File: config.mk
export PLATFORM = sky130hd
export DESIGN_NAME = finite_wait_single_server_queue
export DESIGN_NICKNAME = d
export VERILOG_FILES = /design/src/rtl/core/fwsq_pkg.sv /design/src/rtl/core/finite_wait_single_server_queue.sv
export VERILOG_INCLUDE_DIRS = /design/src /design/src/rtl/core
export SDC_FILE = /design/constraint.sdc
export NUM_CORES = 1
export LEC_CHECK = 0
export ABC_AREA = 1
export ABC_CLOCK_PERIOD_IN_PS = 7050
export BUFFER_PORTS_ARGS = -buffer_cell sky130_fd_sc_hd__clkbuf_2
export CORE_AREA = 2 2 451 229
export DETAILED_ROUTE_END_ITERATION = 7
export DIE_AREA = 0 0 453 231
export SETUP_SLACK_MARGIN = 0.05
export SLEW_MARGIN = 0
export SYNTH_ARGS = -nofsm -noshare
export SYNTH_HDL_FRONTEND = slang
export SYNTH_SLANG_ARGS = --single-unit
File: constraint.sdc
create_clock -name i_clk -period 7.05 [get_ports i_clk]
set_input_delay 0.3525 -clock i_clk [delete_from_list [all_inputs] [get_ports i_clk]]
set_output_delay 0.3525 -clock i_clk [all_outputs]
set_load 0.01 [all_outputs]
File: src/rtl/core/finite_wait_single_server_queue_assert.svh
// assertion macros for the single-server queue
`ifndef FINITE_WAIT_SINGLE_SERVER_QUEUE_ASSERT_SVH
`define FINITE_WAIT_SINGLE_SERVER_QUEUE_ASSERT_SVH

`ifndef SYNTH
// same-cycle implication, checked out of reset
`define FWSQ_ASSERT_NOW(lbl, ante, cons) \
    lbl: assert property (@(posedge i_clk) disable iff (!i_rst_n) (ante) |-> (cons)) \
        else $error("fwsq assertion failed");
// next-cycle implication, checked out of reset
`define FWSQ_ASSERT_NEXT(lbl, ante, cons) \
    lbl: assert property (@(posedge i_clk) disable iff (!i_rst_n) (ante) |=> (cons)) \
        else $error("fwsq assertion failed");
`else
`define FWSQ_ASSERT_NOW(lbl, ante, cons)
`define FWSQ_ASSERT_NEXT(lbl, ante, cons)
`endif

`endif

File: src/rtl/core/fwsq_pkg.sv
`default_nettype none

package fwsq_pkg;

    // waiting area geometry
    localparam int QUEUE_DEPTH = 16;
    localparam int ADDR_W      = (QUEUE_DEPTH > 1) ? $clog2(QUEUE_DEPTH) : 1;
    localparam int CNT_W       = $clog2(QUEUE_DEPTH + 1);
    localparam int SUM_W       = CNT_W + 1;

    // field widths
    localparam int TIME_W = 32;
    localparam int ID_W   = 16;
    localparam int SVC_W  = 16;
    localparam int KIND_W = 3;
    localparam int CFG_W  = 5;
    localparam int CAP_W  = (CFG_W > CNT_W) ? CFG_W : CNT_W;

    // capacity after reset
    localparam logic [CFG_W-1:0] CAP_RESET = CFG_W'(4);

    // input action codes
    localparam logic ACT_ARRIVE  = 1'b0;
    localparam logic ACT_ADVANCE = 1'b1;

    // result kinds
    typedef enum logic [KIND_W-1:0] {
        KIND_DROP  = 3'd0,
        KIND_START = 3'd1,
        KIND_WAIT  = 3'd2,
        KIND_IDLE  = 3'd3,
        KIND_NEXT  = 3'd4
    } t_kind;

    // control states
    typedef enum logic {
        ST_IDLE,
        ST_RUN
    } t_state;

endpackage

`default_nettype wire

File: src/rtl/core/finite_wait_single_server_queue.sv
// the first result word is registered from the run state that follows acceptance of the input word
// an input word is taken only in the idle state; the sequencer then retires due finishes,
//   one per cycle while the result register is free; each retire reads the waiting store once
// output stalls hold the sequencer until the result register frees up
// reset: synchronous active low, clears server and queue control, capacity to 4;
//   the waiting store itself is not cleared
`default_nettype none

`include "finite_wait_single_server_queue_assert.svh"

module finite_wait_single_server_queue (
    input  wire logic                           i_clk,
    input  wire logic                           i_rst_n,
    // configuration
    input  wire logic                           i_cfg_valid,
    output logic                                o_cfg_ready,
    input  wire logic [fwsq_pkg::CFG_W-1:0]     i_cfg_waiting_capacity,
    // input words
    input  wire logic                           i_in_valid,
    output logic                                o_in_ready,
    input  wire logic                           i_action,
    input  wire logic [fwsq_pkg::TIME_W-1:0]    i_event_time,
    input  wire logic [fwsq_pkg::ID_W-1:0]      i_customer_id,
    input  wire logic [fwsq_pkg::SVC_W-1:0]     i_service_time,
    // result words
    output logic                                o_out_valid,
    input  wire logic                           i_out_ready,
    output logic [fwsq_pkg::KIND_W-1:0]         o_event_kind,
    output logic [fwsq_pkg::TIME_W-1:0]         o_at_time,
    output logic [fwsq_pkg::ID_W-1:0]           o_subject_id,
    output logic [fwsq_pkg::ID_W-1:0]           o_next_id,
    output logic                                o_last
);

    localparam int ADDR_W = fwsq_pkg::ADDR_W;
    localparam int CNT_W  = fwsq_pkg::CNT_W;
    localparam int SUM_W  = fwsq_pkg::SUM_W;
    localparam int CAP_W  = fwsq_pkg::CAP_W;
    localparam int TIME_W = fwsq_pkg::TIME_W;
    localparam int ID_W   = fwsq_pkg::ID_W;
    localparam int SVC_W  = fwsq_pkg::SVC_W;
    localparam int ENT_W  = ID_W + SVC_W;

    // saturating finish time
    function automatic logic [TIME_W-1:0] f_sat_add(input logic [TIME_W-1:0] a,
                                                     input logic [SVC_W-1:0]  b);
        logic [TIME_W:0] s;
        s = {1'b0, a} + (TIME_W + 1)'(b);
        return s[TIME_W] ? {TIME_W{1'b1}} : s[TIME_W-1:0];
    endfunction

    // control state
    fwsq_pkg::t_state          r_state, n_state;
    logic [fwsq_pkg::CFG_W-1:0] r_cap;
    logic                      r_busy, n_busy;
    logic [ID_W-1:0]           r_serving, n_serving;
    logic [TIME_W-1:0]         r_finish, n_finish;
    logic [ADDR_W-1:0]         r_head, n_head;
    logic [CNT_W-1:0]          r_count, n_count;

    // latched input word
    logic                      r_action;
    logic [TIME_W-1:0]         r_t;
    logic [ID_W-1:0]           r_cid;
    logic [SVC_W-1:0]          r_svc;

    // result register
    logic                      r_out_valid, n_out_valid;
    fwsq_pkg::t_kind           r_out_kind, n_out_kind;
    logic [TIME_W-1:0]         r_out_time, n_out_time;
    logic [ID_W-1:0]           r_out_subj, n_out_subj;
    logic [ID_W-1:0]           r_out_next, n_out_next;
    logic                      r_out_last, n_out_last;

    // waiting store, one synchronous read port at the head
    logic [ENT_W-1:0]          r_wait_mem [fwsq_pkg::QUEUE_DEPTH];
    logic [ENT_W-1:0]          r_rd_data;
    logic                      mem_we;
    logic [ADDR_W-1:0]         mem_waddr;

    logic                      in_fire;
    logic                      out_free;
    logic                      load;
    logic                      due;
    logic                      room;
    logic [CAP_W-1:0]          cap_ext;
    logic [CAP_W-1:0]          cap_eff;
    logic [SUM_W-1:0]          tail_sum;
    logic [ADDR_W-1:0]         head_inc;
    logic [TIME_W-1:0]         next_finish;
    logic [ID_W-1:0]           head_id;
    logic [SVC_W-1:0]          head_svc;

    assign o_cfg_ready = 1'b1;
    assign o_in_ready  = (r_state == fwsq_pkg::ST_IDLE);
    assign in_fire     = i_in_valid && o_in_ready;
    assign out_free    = !r_out_valid || i_out_ready;

    // effective capacity, clamped to the store depth
    always_comb begin
        cap_ext = CAP_W'(r_cap);
        cap_eff = (cap_ext > CAP_W'(fwsq_pkg::QUEUE_DEPTH))
                  ? CAP_W'(fwsq_pkg::QUEUE_DEPTH) : cap_ext;
        room    = CAP_W'(r_count) < cap_eff;
    end

    // head and tail pointers with wrap at the depth
    always_comb begin
        head_inc = (r_head == ADDR_W'(fwsq_pkg::QUEUE_DEPTH - 1))
                   ? '0 : r_head + ADDR_W'(1);
        tail_sum = SUM_W'(r_head) + SUM_W'(r_count);
        if (tail_sum >= SUM_W'(fwsq_pkg::QUEUE_DEPTH)) begin
            tail_sum = tail_sum - SUM_W'(fwsq_pkg::QUEUE_DEPTH);
        end
        mem_waddr = tail_sum[ADDR_W-1:0];
    end

    // retire test and the head waiter's finish time
    assign due         = r_busy && (r_finish <= r_t);
    assign head_id     = r_rd_data[ENT_W-1:SVC_W];
    assign head_svc    = r_rd_data[SVC_W-1:0];
    assign next_finish = f_sat_add(r_finish, head_svc);

    // sequencer: retire due finishes one a cycle while output is free, then handle the arrival
    always_comb begin
        n_state     = r_state;
        n_busy      = r_busy;
        n_serving   = r_serving;
        n_finish    = r_finish;
        n_head      = r_head;
        n_count     = r_count;
        n_out_valid = r_out_valid && !i_out_ready;
        n_out_kind  = r_out_kind;
        n_out_time  = r_out_time;
        n_out_subj  = r_out_subj;
        n_out_next  = r_out_next;
        n_out_last  = r_out_last;
        mem_we      = 1'b0;
        load        = 1'b0;

        unique case (r_state)
            fwsq_pkg::ST_IDLE: begin
                if (in_fire) begin
                    n_state = fwsq_pkg::ST_RUN;
                end
            end
            fwsq_pkg::ST_RUN: begin
                if (out_free) begin
                    priority if (due && (r_count == '0)) begin
                        // finish, server goes idle
                        load       = 1'b1;
                        n_out_kind = fwsq_pkg::KIND_IDLE;
                        n_out_time = r_finish;
                        n_out_subj = r_serving;
                        n_out_next = '0;
                        n_out_last = (r_action == fwsq_pkg::ACT_ADVANCE);
                        n_busy     = 1'b0;
                        if (r_action == fwsq_pkg::ACT_ADVANCE) begin
                            n_state = fwsq_pkg::ST_IDLE;
                        end
                    end else if (due) begin
                        // finish, head waiter starts
                        load       = 1'b1;
                        n_out_kind = fwsq_pkg::KIND_NEXT;
                        n_out_time = r_finish;
                        n_out_subj = r_serving;
                        n_out_next = head_id;
                        n_out_last = (r_action == fwsq_pkg::ACT_ADVANCE) &&
                                     !(next_finish <= r_t);
                        n_serving  = head_id;
                        n_finish   = next_finish;
                        n_head     = head_inc;
                        n_count    = r_count - CNT_W'(1);
                        if (n_out_last) begin
                            n_state = fwsq_pkg::ST_IDLE;
                        end
                    end else if (r_action == fwsq_pkg::ACT_ARRIVE) begin
                        load       = 1'b1;
                        n_out_time = r_t;
                        n_out_subj = r_cid;
                        n_out_next = '0;
                        n_out_last = 1'b1;
                        n_state    = fwsq_pkg::ST_IDLE;
                        priority if (!r_busy) begin
                            n_out_kind = fwsq_pkg::KIND_START;
                            n_busy     = 1'b1;
                            n_serving  = r_cid;
                            n_finish   = f_sat_add(r_t, r_svc);
                        end else if (room) begin
                            n_out_kind = fwsq_pkg::KIND_WAIT;
                            mem_we     = 1'b1;
                            n_count    = r_count + CNT_W'(1);
                        end else begin
                            n_out_kind = fwsq_pkg::KIND_DROP;
                        end
                    end else begin
                        // advance with nothing due
                        n_state = fwsq_pkg::ST_IDLE;
                    end
                end
                if (load) begin
                    n_out_valid = 1'b1;
                end
            end
            default: begin
                n_state = fwsq_pkg::ST_IDLE;
            end
        endcase
    end

    // state register
    always_ff @(posedge i_clk) begin
        if (!i_rst_n) begin
            r_state <= fwsq_pkg::ST_IDLE;
        end else begin
            r_state <= n_state;
        end
    end

    // control registers
    always_ff @(posedge i_clk) begin
        if (!i_rst_n) begin
            r_cap       <= fwsq_pkg::CAP_RESET;
            r_busy      <= 1'b0;
            r_serving   <= '0;
            r_finish    <= '0;
            r_head      <= '0;
            r_count     <= '0;
            r_out_valid <= 1'b0;
        end else begin
            if (i_cfg_valid && o_cfg_ready) begin
                r_cap <= i_cfg_waiting_capacity;
            end
            r_busy      <= n_busy;
            r_serving   <= n_serving;
            r_finish    <= n_finish;
            r_head      <= n_head;
            r_count     <= n_count;
            r_out_valid <= n_out_valid;
        end
    end

    // input word and result payload
    always_ff @(posedge i_clk) begin
        if (in_fire) begin
            r_action <= i_action;
            r_t      <= i_event_time;
            r_cid    <= i_customer_id;
            r_svc    <= i_service_time;
        end
        r_out_kind <= n_out_kind;
        r_out_time <= n_out_time;
        r_out_subj <= n_out_subj;
        r_out_next <= n_out_next;
        r_out_last <= n_out_last;
    end

    // waiting store: write at the tail, read at the next head
    // a tail write is always followed by the idle state before the next head read is used,
    // so no forwarding path is needed
    always_ff @(posedge i_clk) begin
        if (mem_we) begin
            r_wait_mem[mem_waddr] <= {r_cid, r_svc};
        end
        r_rd_data <= r_wait_mem[n_head];
    end

    assign o_out_valid  = r_out_valid;
    assign o_event_kind = r_out_kind;
    assign o_at_time    = r_out_time;
    assign o_subject_id = r_out_subj;
    assign o_next_id    = r_out_next;
    assign o_last       = r_out_last;

    // checks
    `FWSQ_ASSERT_NOW(a_waiters_need_server, r_count != '0, r_busy)
    `FWSQ_ASSERT_NOW(a_count_in_range, 1'b1, CAP_W'(r_count) <= CAP_W'(fwsq_pkg::QUEUE_DEPTH))
    `FWSQ_ASSERT_NEXT(a_last_ends_item, load && n_out_last, r_state == fwsq_pkg::ST_IDLE)
    `FWSQ_ASSERT_NOW(a_enqueue_only_busy, mem_we, r_busy && room)

endmodule

`default_nettype wire

==> impl_metrics.yaml <==
run_status:
  status: "finished, final reports clean"
setup_path:
  critical_path_class: "register to register"
  cp_max_fo: 7
  timing.rr.end: "r_state"
  r2r-start: "r_finish[0]"
  rr_worst_depth: 24
  path_delay_family: "compound AO/OA/AOI/OAI gates"
  slowest_stage: "o21ai_0"
  critPathLaunchType: "register"
  worstSetupEndpointType: "register"
  crit_required_ps: 7640
  r2r_slack_ps: 1720
  worst-path-buf-inv: 4
  critical_path_arrival_ps: 5930
  path_cells: "ha_1, fa_1, nand2_1, o21ai_1, a21oi_1, o21ai_1, nand3_1, o21ai_1, inv_1, nor2_2, inv_1, nand3_1, ha_1, nand2_1, inv_1, nand3_1, nor3_1, and3_1, nand2_1, o21ai_0, a21oi_1, nand2_1, o211ai_1, inv_1"
  critPathMaxStageDelay_ps: 530
logic_synthesis:
  synthMuxAreaShare: 0
  ys_types: 47
  synth_simple_gate_area_frac: 0.197
  ys_seq_elements: 742
  ys_warn_count: 0
  synthAdderAreaFrac: 0.0406
  synth-edff-count: 645
  netlist_instances: 3583
  synth_compound_gate_area_share: 0.0486
  ys_seq_area_frac: 0.609
  synth_top_family_by_area: "simple AND/OR/NAND/NOR gates"
  yosys.area_share.xor_xnor: 0.00948
  synthArstFlopShare: 0
  syn-cell-area_sq_um: 35000
  ys.flop_type: "edfxtp_1"
  synth_nets: 3769
  synth_area_per_cell_sq_um: 9.77
cells_and_area:
  fin_area_sq_um: 40100
  syn_to_final_growth_pct: 14.5
  nets: 3937
  antennaDiodeCount: 0
  drive_gt1_frac: 0.0889
  layout_common_cells: "nand2_1 (698), nand3_1 (663), inv_1 (658)"
  final_common_cell: "nand2_1"
detailed_routing:
  detail-route-antenna-nets: 0
  first_pass_iters: 5
  routed_wl_mm: 108
  wire_per_inst_microns: 20.9
  drc_errors: 0
  vias_per_cell: 5.03
  vias: 26000
  first_iter_violations: 3534
power_and_ir_drop:
  leakage_nw: 17.0
  pwr-share-seq: 0.530
  p_sw_frac: 0.246
  p_switching_w: 0.00231
  ir_drop_mv: 0.191
  p_clk_frac: 0.393
  power_density_nw_per_um2: 235
  pwr-share-comb: 0.077
  p_int_w: 0.00709
  totalPowerFinal_w: 0.00941
cts:
  cts_setup_buffers: 0
  clkTransAtPathRegs_ps: 70
  htree_levels: 2
  clock-sinks: 742
  clk_latency_ps: 670
  cts_made_buffers: 61
  cts_root_buf: "clkbuf_16"
  clock_path_buffers: 3
  cts_tree: "built"
global_route:
  grt_max_degree: 130
  overflow: 0
  grt_usage: 0.202
  grt_pass1_vias: 23900
  grt_pass1_wl_mm: 159
  antenna_found_initial: 1
placement:
  gp_congestion: 0.987
  place_worst_setup_slack_ps: 1970
  io_buffer_count: 144
  placed_area_sq_um: 37200
  dp_hpwl_mm: 67.1
flow_run:
  cap_violations: 0
timing:
  period_share: 0.757
  period_needed_ps: 5330
  finClkSkew_ps: 38.3
  hold_viol: 0
  whs_ps: 40.5
  slew_headroom: 0.159
  setup_viol: 0
  slew_violations: 0
  clock.fmax_mhz: 187
  tightestPinTransition_ps: 1250
  finalSetupTns_ps: 0
  grt_setup_unrepaired: "no"
  worst_slack_ps: 1720
floorplan:
  num_rows: 83
  ios: 146
  initial_core_util: 0.346
  core_area_sq_um: 101000
  die_x_microns: 453
  die_y_microns: 231
  die-area_sq_um: 105000
hold_path:
  hold_path_depth: 3
  min_path_type: "primary input to register"
  min_from: "i_cfg_valid"
  hold_path_end: "cap_ext[3]"
-- sequential cells by signal, indices dropped and copies added (netlist names), 3 cells and up --
name          cells
cap_ext           5
o_at_time        32
o_event_kind      3
o_next_id        16
o_subject_id     16
r_cid            16
r_count           5
r_finish         32
r_head            4
r_rd_data        32
r_serving        16
r_svc            16
r_t              32
r_wait_mem      512
-- Yosys cell counts (2+ instances only) --
master    instances  area (sq um)
nand2_1         701          2630
nand3_1         663          3320
inv_1           659          2470
edfxtp_1        645         19400
o21ai_0         122           611
nor2_1          121           454
a21oi_1         111           556
ha_1            107          1340
dfxtp_1          97          1940
buf_2            80           400
clkbuf_1         43           161
nor3_1           26           130
xor2_1           25           219
a31oi_1          22           138
nand4_1          18           113
buf_4            17           128
o22ai_1          16           100
buf_6            12           135
or2_2            11          68.8
xnor2_1          11          96.3
buf_1             7          26.3
o211ai_1          7          52.6
nor4_1            6          37.5
o21a_1            6          45.0
o21ai_1           6          30.0
a21o_1            5          37.5
nand2_2           5          31.3
o221ai_1          5          43.8
fa_1              4          80.1
a21boi_0          3          22.5
and3_1            2          12.5
nand4_4           2          42.5
nor2_2            2          12.5
o21bai_1          2          15.0
o31ai_1           2          15.0
-- stage by stage --
stage / util / cells
floorplan: - / 3583
CTS: 0.396 / 5161
detailed placement: 0.368 / 4975
global route: 0.396 / 5161
finish: 0.396 / 5161
global placement: 0.368 / 4975
-- worst reg2reg max path: stages, from the launching register on --
cell and delay (ps):
dfxtp_1 360, ha_1 210, fa_1 200, nand2_1 90, o21ai_1 300, a21oi_1 210, o21ai_1 350, nand3_1 110
o21ai_1 270, inv_1 130, nor2_2 470, inv_1 340, nand3_1 220, ha_1 160, nand2_1 70, inv_1 50
nand3_1 100, nor3_1 340, and3_1 250, nand2_1 60, o21ai_0 530, a21oi_1 200, nand2_1 100, o211ai_1 80
inv_1 80
-- layer usage --
layer | share of wire | track usage
met3 | 0.11 | 0.0546
met5 | 0.00012 | 0
met2 | 0.39 | 0.270
met4 | 0.013 | 0.0299
met1 | 0.49 | 0.325
-- power by group through the flow --
stage	combinational [W]	sequential, W	clock [W]
2_1_floorplan	0.000421	0.00504	0
3_3_place_gp	0.000673	0.00508	0
3_5_place_dp	0.000671	0.00508	0
4_1_cts	0.000708	0.00498	0.00373
5_1_grt	0.000795	0.00500	0.00390
6_report	0.000724	0.00499	0.00370
-- worst max path at each step --
stage / startpoint / endpoint / slack [ps] / depth (start not counted)
detailed placement: r_t[11] / r_wait_mem[6][9] / 1970 / 19
global placement: r_t[11] / r_wait_mem[6][9] / 2060 / 19
floorplan: r_t[16] / o_at_time[0] / 1960 / 11
global route: r_finish[0] / r_state / 1380 / 24
CTS: r_t[11] / r_wait_mem[6][15] / 1940 / 19
finish: r_finish[0] / r_state / 1720 / 24
-- kinds of logic after synthesis --
logic type      count (synthesis)
buf+inv                       819
flops                         742
other cells                     1
simple gates                 1562
fa+ha+maj                     111
xor+xnor                       37
compound gates                311
-- repair_timing --
item	4_1_cts	5_1_grt
hold buffers	73	0
resized for setup	0	0
endpoints found under the hold margin	71	0
-- final cells by class --
class                      count  area (sq um)
fill                        9903         61200
sequential                   742         21300
multi-input combinational   2022         10600
inverter                     660          2480
timing repair buffer         264          1920
tap                         1360          1700
clock buffer                  76          1660
clock inverter                37           430
Power figures use the tool's default switching activity.
